<file path="config.mk">
export PLATFORM = sky130hd
export DESIGN_NAME = multichannel_moving_median_top
export DESIGN_NICKNAME = d
export VERILOG_FILES = /design/src/hdl/mmed_pkg.sv /design/src/hdl/multichannel_moving_median_top.sv /design/src/hdl/mmed_ram.sv /design/src/hdl/mmed_ctrl.sv /design/src/hdl/mmed_dp.sv
export SDC_FILE = /design/constraint.sdc
export NUM_CORES = 1
export LEC_CHECK = 0
export BUFFER_PORTS_ARGS = -buffer_cell sky130_fd_sc_hd__buf_2
export CAP_MARGIN = 15
export CORE_MARGIN = 8
export CORE_UTILIZATION = 35
export DETAILED_ROUTE_END_ITERATION = 6
export GPL_TIMING_DRIVEN = 0
export PLACE_DENSITY_LB_ADDON = 0.15
export SLEW_MARGIN = 20
export SYNTH_ARGS = -nofsm -noshare
export SYNTH_HDL_FRONTEND = slang
export SYNTH_SLANG_ARGS = --single-unit
</file>
<file path="constraint.sdc">
create_clock -name clk -period 8.2 [get_ports clk]
set_input_delay 1.64 -clock clk [delete_from_list [all_inputs] [get_ports clk]]
set_output_delay 1.64 -clock clk [all_outputs]
set_load 0.005 [all_outputs]
</file>
<file path="src/hdl/mmed_pkg.sv">
// Package for the multichannel moving median filter.
// Holds widths, default sizes, controller states and the command/status types.
// No dependencies.
`timescale 1ns / 1ps

package mmed_pkg;

    localparam int CHANNELS_DEF   = 2;
    localparam int MAX_WINDOW_DEF = 10;
    localparam int SAMPLE_W       = 16;
    localparam int LEN_W          = 4;
    localparam logic [LEN_W-1:0] WINDOW_LEN_RST = 4'd5;

    typedef enum logic [2:0] {
        ST_CLEAR,
        ST_IDLE,
        ST_WRITE,
        ST_LOAD,
        ST_SORT,
        ST_DONE
    } state_t;

    typedef enum logic [2:0] {
        OP_NONE,
        OP_CLEAR,
        OP_CAPTURE,
        OP_WRITE,
        OP_LOAD,
        OP_SORT,
        OP_EMIT
    } op_t;

    typedef struct packed {
        op_t op;
    } dp_cmd_t;

    typedef struct packed {
        logic clr_last;
        logic load_last;
        logic sort_last;
        logic bad;
        logic out_busy;
    } dp_status_t;

endpackage

</file>
<file path="src/hdl/multichannel_moving_median_top.sv">
// An accepted word is written to the ring RAM, its channel's window is loaded
// (one entry a cycle) and odd-even sorted (one phase a cycle), and the median is
// emitted; the input stalls meanwhile. An out-of-range word skips to a zero median.
// Reset: window_len returns to 5, pointers clear, then a clearing pass over all
// CHANNELS*MAX_WINDOW entries zeroes the ring RAM with the input stalled.
// Depends on mmed_pkg, mmed_ctrl, mmed_dp, mmed_ram.
`timescale 1ns / 1ps

module multichannel_moving_median_top #(
    parameter int CHANNELS   = mmed_pkg::CHANNELS_DEF,
    parameter int MAX_WINDOW = mmed_pkg::MAX_WINDOW_DEF
) (
    input  logic                                 clk,
    input  logic                                 rst_n,
    input  logic                                 cfg_valid,
    output logic                                 cfg_ready,
    input  logic [mmed_pkg::LEN_W-1:0]           cfg_data,
    input  logic                                 in_valid,
    output logic                                 in_stall,
    input  logic                                 channel,
    input  logic signed [mmed_pkg::SAMPLE_W-1:0] sample,
    output logic                                 out_valid,
    input  logic                                 out_stall,
    output logic signed [mmed_pkg::SAMPLE_W-1:0] median
);

    import mmed_pkg::*;

    dp_cmd_t    cmd;
    dp_status_t status;

    mmed_ctrl u_ctrl (
        .clk      (clk),
        .rst_n    (rst_n),
        .in_valid (in_valid),
        .in_stall (in_stall),
        .status   (status),
        .cmd      (cmd)
    );

    mmed_dp #(
        .CHANNELS   (CHANNELS),
        .MAX_WINDOW (MAX_WINDOW)
    ) u_dp (
        .clk       (clk),
        .rst_n     (rst_n),
        .cfg_valid (cfg_valid),
        .cfg_ready (cfg_ready),
        .cfg_data  (cfg_data),
        .channel   (channel),
        .sample    (sample),
        .out_valid (out_valid),
        .out_stall (out_stall),
        .median    (median),
        .cmd       (cmd),
        .status    (status)
    );

    a_accept_captures: assert property (@(posedge clk) disable iff (!rst_n)
        (in_valid && !in_stall) |-> (cmd.op == OP_CAPTURE))
        else $error("input word accepted without capture");

    a_emit_not_blocked: assert property (@(posedge clk) disable iff (!rst_n)
        (cmd.op == OP_EMIT) |-> !(out_valid && out_stall))
        else $error("emit would overwrite a waiting word");

    a_emit_shows: assert property (@(posedge clk) disable iff (!rst_n)
        (cmd.op == OP_EMIT) |=> out_valid)
        else $error("emitted word not presented");

    a_busy_stalls: assert property (@(posedge clk) disable iff (!rst_n)
        (cmd.op == OP_LOAD || cmd.op == OP_SORT || cmd.op == OP_CLEAR) |-> in_stall)
        else $error("input open while a word is in progress");

endmodule

</file>
<file path="src/hdl/mmed_ram.sv">
// Generic single-write, single-read RAM with registered read data.
// Standalone; no package dependency.
`timescale 1ns / 1ps

module mmed_ram #(
    parameter int WIDTH = 16,
    parameter int DEPTH = 20,
    parameter int ADDR_W = (DEPTH > 1) ? $clog2(DEPTH) : 1
) (
    input  logic              clk,
    input  logic              we,
    input  logic [ADDR_W-1:0] waddr,
    input  logic [WIDTH-1:0]  wdata,
    input  logic [ADDR_W-1:0] raddr,
    output logic [WIDTH-1:0]  rdata
);

    logic [WIDTH-1:0] mem_reg [DEPTH];
    logic [WIDTH-1:0] rdata_reg;

    always_ff @(posedge clk)
    begin
        if (we)
        begin
            mem_reg[waddr] <= wdata;
        end
        rdata_reg <= mem_reg[raddr];
    end

    assign rdata = rdata_reg;

endmodule

</file>
<file path="src/hdl/mmed_ctrl.sv">
// Controller state machine: clearing pass, accept, write, load, sort, emit.
// Depends on mmed_pkg.
`timescale 1ns / 1ps

module mmed_ctrl (
    input  logic                 clk,
    input  logic                 rst_n,
    input  logic                 in_valid,
    output logic                 in_stall,
    input  mmed_pkg::dp_status_t status,
    output mmed_pkg::dp_cmd_t    cmd
);

    import mmed_pkg::*;

    state_t state_reg;
    state_t state_next;

    always_ff @(posedge clk or negedge rst_n)
    begin
        if (!rst_n)
        begin
            state_reg <= ST_CLEAR;
        end
        else
        begin
            state_reg <= state_next;
        end
    end

    always_comb
    begin
        state_next = state_reg;
        cmd.op     = OP_NONE;
        in_stall   = 1'b1;
        case (state_reg)
            ST_CLEAR:
            begin
                cmd.op = OP_CLEAR;
                if (status.clr_last)
                begin
                    state_next = ST_IDLE;
                end
            end
            ST_IDLE:
            begin
                in_stall = 1'b0;
                if (in_valid)
                begin
                    cmd.op     = OP_CAPTURE;
                    state_next = ST_WRITE;
                end
            end
            ST_WRITE:
            begin
                if (status.bad)
                begin
                    state_next = ST_DONE;
                end
                else
                begin
                    cmd.op     = OP_WRITE;
                    state_next = ST_LOAD;
                end
            end
            ST_LOAD:
            begin
                cmd.op = OP_LOAD;
                if (status.load_last)
                begin
                    state_next = ST_SORT;
                end
            end
            ST_SORT:
            begin
                cmd.op = OP_SORT;
                if (status.sort_last)
                begin
                    state_next = ST_DONE;
                end
            end
            ST_DONE:
            begin
                if (!status.out_busy)
                begin
                    cmd.op     = OP_EMIT;
                    state_next = ST_IDLE;
                end
            end
            default:
            begin
                state_next = ST_CLEAR;
            end
        endcase
    end

endmodule

</file>
<file path="src/hdl/mmed_dp.sv">
// Datapath: window length register, write pointers, ring RAM, window
// registers with odd-even compare-exchange cells, and the output register.
// Depends on mmed_pkg and mmed_ram.
`timescale 1ns / 1ps

module mmed_dp #(
    parameter int CHANNELS   = mmed_pkg::CHANNELS_DEF,
    parameter int MAX_WINDOW = mmed_pkg::MAX_WINDOW_DEF
) (
    input  logic                                clk,
    input  logic                                rst_n,
    input  logic                                cfg_valid,
    output logic                                cfg_ready,
    input  logic [mmed_pkg::LEN_W-1:0]          cfg_data,
    input  logic                                channel,
    input  logic signed [mmed_pkg::SAMPLE_W-1:0] sample,
    output logic                                out_valid,
    input  logic                                out_stall,
    output logic signed [mmed_pkg::SAMPLE_W-1:0] median,
    input  mmed_pkg::dp_cmd_t                   cmd,
    output mmed_pkg::dp_status_t                status
);

    import mmed_pkg::*;

    localparam int DEPTH    = CHANNELS * MAX_WINDOW;
    localparam int ADDR_W   = (DEPTH > 1) ? $clog2(DEPTH) : 1;
    localparam int CNT_W    = $clog2(DEPTH + 1);
    localparam int IDX_W    = (MAX_WINDOW > 1) ? $clog2(MAX_WINDOW) : 1;
    localparam int CH_IDX_W = (CHANNELS > 1) ? $clog2(CHANNELS) : 1;

    logic [LEN_W-1:0]           window_len_reg;
    logic [LEN_W-1:0]           ptr_reg [CHANNELS];
    logic [LEN_W-1:0]           ptr_next [CHANNELS];
    logic                       ch_reg;
    logic signed [SAMPLE_W-1:0] sample_reg;
    logic                       bad_reg;
    logic [CNT_W-1:0]           cnt_reg;
    logic [CNT_W-1:0]           cnt_next;
    logic signed [SAMPLE_W-1:0] win_reg [MAX_WINDOW];
    logic signed [SAMPLE_W-1:0] win_next [MAX_WINDOW];
    logic                       out_valid_reg;
    logic                       out_valid_next;
    logic signed [SAMPLE_W-1:0] median_reg;
    logic signed [SAMPLE_W-1:0] median_next;

    logic [CH_IDX_W-1:0]        ch_idx;
    logic [LEN_W-1:0]           ptr_cur;
    logic [LEN_W:0]             ptr_inc;
    logic [LEN_W-1:0]           ptr_new;
    logic [CNT_W-1:0]           len_c;
    logic [CNT_W-1:0]           cnt_m1;
    logic [ADDR_W-1:0]          base;
    logic                       ram_we;
    logic [ADDR_W-1:0]          ram_waddr;
    logic [SAMPLE_W-1:0]        ram_wdata;
    logic [ADDR_W-1:0]          ram_raddr;
    logic [SAMPLE_W-1:0]        ram_rdata;
    logic [IDX_W+LEN_W-1:0]     mid_wide;
    logic [IDX_W-1:0]           mid;
    logic                       bad_now;

    assign cfg_ready = 1'b1;

    assign ch_idx  = CH_IDX_W'(ch_reg);
    assign ptr_cur = ptr_reg[ch_idx];
    assign ptr_inc = {1'b0, ptr_cur} + (LEN_W+1)'(1);
    assign ptr_new = (ptr_inc >= {1'b0, window_len_reg}) ? '0 : ptr_inc[LEN_W-1:0];
    assign len_c   = CNT_W'(window_len_reg);
    assign cnt_m1  = cnt_reg - CNT_W'(1);
    assign base    = ch_reg ? ADDR_W'(MAX_WINDOW) : '0;
    assign mid_wide = {{IDX_W{1'b0}}, window_len_reg >> 1};
    assign mid      = mid_wide[IDX_W-1:0];
    assign bad_now  = (window_len_reg == '0) || (int'(window_len_reg) > MAX_WINDOW)
                      || (int'(channel) >= CHANNELS);

    assign status.clr_last  = (cnt_reg == CNT_W'(DEPTH - 1));
    assign status.load_last = (cnt_reg == len_c);
    assign status.sort_last = (cnt_reg == cnt_m1 + CNT_W'(1)) && (cnt_reg == len_c - CNT_W'(1));
    assign status.bad       = bad_reg;
    assign status.out_busy  = out_valid_reg && out_stall;

    always_comb
    begin
        ram_we    = 1'b0;
        ram_waddr = ADDR_W'(cnt_reg);
        ram_wdata = '0;
        case (cmd.op)
            OP_CLEAR:
            begin
                ram_we = 1'b1;
            end
            OP_WRITE:
            begin
                ram_we    = !bad_reg;
                ram_waddr = base + ADDR_W'(ptr_new);
                ram_wdata = sample_reg;
            end
            default:
            begin
                ram_we = 1'b0;
            end
        endcase
    end

    assign ram_raddr = base + ADDR_W'(cnt_reg);

    mmed_ram #(
        .WIDTH (SAMPLE_W),
        .DEPTH (DEPTH)
    ) u_ram (
        .clk   (clk),
        .we    (ram_we),
        .waddr (ram_waddr),
        .wdata (ram_wdata),
        .raddr (ram_raddr),
        .rdata (ram_rdata)
    );

    always_comb
    begin
        case (cmd.op)
            OP_CLEAR: cnt_next = status.clr_last ? '0 : cnt_reg + CNT_W'(1);
            OP_LOAD:  cnt_next = status.load_last ? '0 : cnt_reg + CNT_W'(1);
            OP_SORT:  cnt_next = status.sort_last ? '0 : cnt_reg + CNT_W'(1);
            default:  cnt_next = '0;
        endcase
    end

    always_comb
    begin
        for (int c = 0; c < CHANNELS; c++)
        begin
            ptr_next[c] = ptr_reg[c];
        end
        if ((cmd.op == OP_WRITE) && !bad_reg)
        begin
            ptr_next[ch_idx] = ptr_new;
        end
    end

    always_comb
    begin
        logic swap [MAX_WINDOW];
        for (int k = 0; k < MAX_WINDOW; k++)
        begin
            swap[k] = 1'b0;
        end
        for (int k = 0; k + 1 < MAX_WINDOW; k++)
        begin
            swap[k] = ((k % 2) == int'(cnt_reg[0])) && ((k + 1) < int'(window_len_reg))
                      && (win_reg[k] > win_reg[k + 1]);
        end
        for (int k = 0; k < MAX_WINDOW; k++)
        begin
            win_next[k] = win_reg[k];
            if ((cmd.op == OP_LOAD) && (cnt_reg != '0) && (cnt_m1 == CNT_W'(k)))
            begin
                win_next[k] = $signed(ram_rdata);
            end
            else if (cmd.op == OP_SORT)
            begin
                if (swap[k])
                begin
                    win_next[k] = win_reg[(k + 1) % MAX_WINDOW];
                end
                else if ((k > 0) && swap[(k + MAX_WINDOW - 1) % MAX_WINDOW])
                begin
                    win_next[k] = win_reg[(k + MAX_WINDOW - 1) % MAX_WINDOW];
                end
            end
        end
    end

    always_comb
    begin
        median_next    = median_reg;
        out_valid_next = out_valid_reg && out_stall;
        if (cmd.op == OP_EMIT)
        begin
            out_valid_next = 1'b1;
            median_next    = bad_reg ? '0 : win_reg[mid];
        end
    end

    always_ff @(posedge clk or negedge rst_n)
    begin
        if (!rst_n)
        begin
            window_len_reg <= WINDOW_LEN_RST;
            cnt_reg        <= '0;
            out_valid_reg  <= 1'b0;
            for (int c = 0; c < CHANNELS; c++)
            begin
                ptr_reg[c] <= '0;
            end
        end
        else
        begin
            if (cfg_valid && cfg_ready)
            begin
                window_len_reg <= cfg_data;
            end
            cnt_reg       <= cnt_next;
            out_valid_reg <= out_valid_next;
            for (int c = 0; c < CHANNELS; c++)
            begin
                ptr_reg[c] <= ptr_next[c];
            end
        end
    end

    always_ff @(posedge clk)
    begin
        if (cmd.op == OP_CAPTURE)
        begin
            ch_reg     <= channel;
            sample_reg <= sample;
            bad_reg    <= bad_now;
        end
        for (int k = 0; k < MAX_WINDOW; k++)
        begin
            win_reg[k] <= win_next[k];
        end
        median_reg <= median_next;
    end

    assign out_valid = out_valid_reg;
    assign median    = median_reg;

endmodule
</file>
==> qor.txt <==
Max Freq: 195 MHz
First-pass GRT wire length: 118000 um
Worst setup SP type: flop
Syn Area/Cell: 13.8 sq um
LEAKAGE: 11.9 nW
Cell count of the worst reg-to-reg path: 14
GR peak layer: met2
Max Cap Viol: 0
Reg2Reg Setup Slack: 3060 ps
Post-synth ARST share: 3.81%
Primary FF master, synth: edfxtp_1
Clk Latency, worst-skew pair: 620 ps
Count of unique library cells instantiated by Yosys: 79
CP endpoint: u_dp.u_ram.mem_reg[2][2]$_DFFE_PP_
Site Rows: 104
EDFF count, synth: 514
Vias per cell: 5.28
Crit path max fanout: 16
Hold Path Class: reg -> reg
Post-DP HPWL: 56700 um
Setup slack after layout: 3060 ps
Warnings, synthesis: 0
IO Count: 45
Final instance area: 32400 sq um
Ranking of synthesized cells by area: edfxtp_1 54%, mux4_2 10%, ha_1 7.2%
Req. time, crit path: 8430 ps
Synth top area share: 54.4%
Clock-pin slew on the worst setup and hold paths: 50 ps
CTS tree: done
XOR/XNOR Fraction of Synth Area: 0.551%
Setup violations, final: 0
RSZ-0062 raised after global routing: false
Final Power: 8.80 mW
Outcome: finished, final reports clean
M1 GR Usage: 22.2%
Die area: 90500 sq um
CORE AREA: 80400 sq um
Largest register FFs: 320
Fin Setup TNS: 0 ps
Arrival time at the worst endpoint: 5370 ps
Mapped Area: 28400 sq um
Fin nets: 2363
Yosys top cell by area: edfxtp_1
Fin crit period: 5140 ps
Placed cell count: 3164
Worst Tran Pin Value: 1010 ps
Vias in the first global route: 18.0k
Max H-tree Level: 3
GR Overflow Total: 0
WS Path Type: reg -> reg
Total CTS buffers: 67
Compound-Gate Fraction of Synth Area: 7.33%
Worst hold path depth: 2
Seq/Total Area, Yosys: 57.3%
ANT cells: 0
Slew HR: 32.3%
Post-CTS setup buffers: 0
Drt total wl: 78600 um
Routability cong.: 0.855
Vias: 17.4k
DRT antenna net count: 0
Power Dens Cells: 272 nW/um^2
R2R Path Start: u_dp.window_len_reg[3]$_DFFE_PN0P_
Clock root buffer: clkbuf_16
M2 GR Usage: 29.7%
PortBufs: 43
DR WL/cell: 23.9 um
Most frequent cells after synthesis: 514 x edfxtp_1, 179 x nor2_1, 177 x a21oi_1
Hold Vio Cnt, Final: 0
All-Layer GR Usage: 17.3%
DRC violations left: 0
Mapped Cells: 2052
CTS max path bufs: 3
Pre-antenna DRT Iters: 5
Horiz. Die Dim: 301 um
Die Y: 301 um
Cell with the most instances after synthesis: edfxtp_1
Worst VDD drop: 0.000157 V
Mux share of post-synthesis cell area: 16.3%
Iteration-0 DRC count of the detailed router: 1101
Adder-cell share of the synthesized area: 7.23%
Max Slew Vio Count: 0
Worst reg2reg endpoint: u_dp.u_ram.mem_reg[2][2]$_DFFE_PP_
Non-filler cells, final: 3285
Placement Setup Slack: 3020 ps
Area grow syn2layout: 14.0%
Largest family of logic cells by synthesized area: multiplexers
Clk_skew: 19.4 ps
Pin count of the biggest net entering global routing: 22
Fin crit share: 62.7%
Crit. End Element: flop
CTS Sinks: 551
Post-CTS Hold Buffers: 0
Initial antenna violation count: 0
Initial Util: 35.3%
Grt met3 use: 2.85%
Simple-gate share of the synthesized area: 7.01%
Post-DP Area: 30200 sq um
Post-CTS Resized: 0
Worst setup startpoint: u_dp.window_len_reg[3]$_DFFE_PN0P_
Share of cells above drive strength 1: 19.2%
Synth Register Bits: 551
Syn nets: 2242
-- report_power, final --
group / switching, mW / leakage [nW] / internal [mW]
registers: 0.146 / 5.07 / 3.43
clock network: 1.23 / 1.06 / 1.72
logic: 1.36 / 5.78 / 0.915
-- routing by layer --
metal	share of wire, %	wire length (um)
met4	2.9	2250
met1	43	34100
met2	50	39100
met5	0	0
met3	4.0	3180
-- layout make-up --
type / instances / area [sq um]
buffer: 108 / 562
clock buffer: 91 / 1840
fill: 7586 / 48000
timing repair buffer: 52 / 313
multi-input combinational: 1223 / 11100
sequential: 551 / 16300
tap: 1060 / 1330
clock inverter: 30 / 335
inverter: 170 / 638
-- per-stage QoR --
step           hold WS, ps  util [%]
6_report               493      40.3
5_1_grt                518      40.3
4_1_cts                491      40.3
3_5_place_dp           480      37.6
3_3_place_gp           466      37.2
2_1_floorplan          444         -
-- logic make-up (layout without fill, tap and decap cells) --
family | count (synthesis) | after routing
flops | 551 | 551
buf+inv | 278 | 451
fa+ha+maj | 164 | 164
xor+xnor | 17 | 17
compound gates | 333 | 333
mux | 296 | 296
simple gates | 412 | 412
other cells | 1 | 1
-- how the worst min path moves through the flow --
stage	startpoint	end
2_1_floorplan	u_dp.ptr_reg[1]$_DFFE_PN0P_	u_dp.ptr_reg[1]$_DFFE_PN0P_
3_3_place_gp	u_dp.ptr_reg[1]$_DFFE_PN0P_	u_dp.ptr_reg[1]$_DFFE_PN0P_
3_5_place_dp	u_dp.ptr_reg[5]$_DFFE_PN0P_	u_dp.ptr_reg[5]$_DFFE_PN0P_
4_1_cts	u_dp.ptr_reg[5]$_DFFE_PN0P_	u_dp.ptr_reg[5]$_DFFE_PN0P_
5_1_grt	u_dp.ptr_reg[5]$_DFFE_PN0P_	u_dp.ptr_reg[5]$_DFFE_PN0P_
6_report	u_dp.ptr_reg[5]$_DFFE_PN0P_	u_dp.ptr_reg[5]$_DFFE_PN0P_
-- cell usage in the layout (no fill, tap or decap), types with 13 or more instances in the layout --
cell / synthesis / final
mux2_2: 52 / 52
dfrtp_1: 19 / 19
buf_1: 20 / 20
inv_1: 167 / 167
o21ai_0: 51 / 48
a21o_1: 21 / 21
mux4_2: 128 / 128
buf_2: 24 / 67
o22a_1: 17 / 17
buf_4: 12 / 13
nor2_1: 179 / 163
clkbuf_16: 0 / 67
nand3_1: 27 / 27
ha_1: 164 / 164
nand2_1: 70 / 70
nor3_1: 14 / 13
mux2i_1: 116 / 116
buf_6: 5 / 13
and2_1: 18 / 17
a21oi_1: 177 / 177
edfxtp_1: 514 / 514
dfxtp_1: 16 / 16
clkbuf_1: 44 / 61
nand4_1: 28 / 28
-- worst max-delay path, stage by stage (launching register included) --
cell,delay (ps)
dfrtp_1,310
clkbuf_1,310
clkinv_1,540
clkbuf_1,500
ha_1,450
a221oi_1,410
nand2_1,180
inv_1,90
ha_1,200
ha_1,170
xnor2_1,140
nand2_1,90
o32ai_1,180
a21boi_0,420
nor2b_4,750
Power figures use the tool's default switching activity.
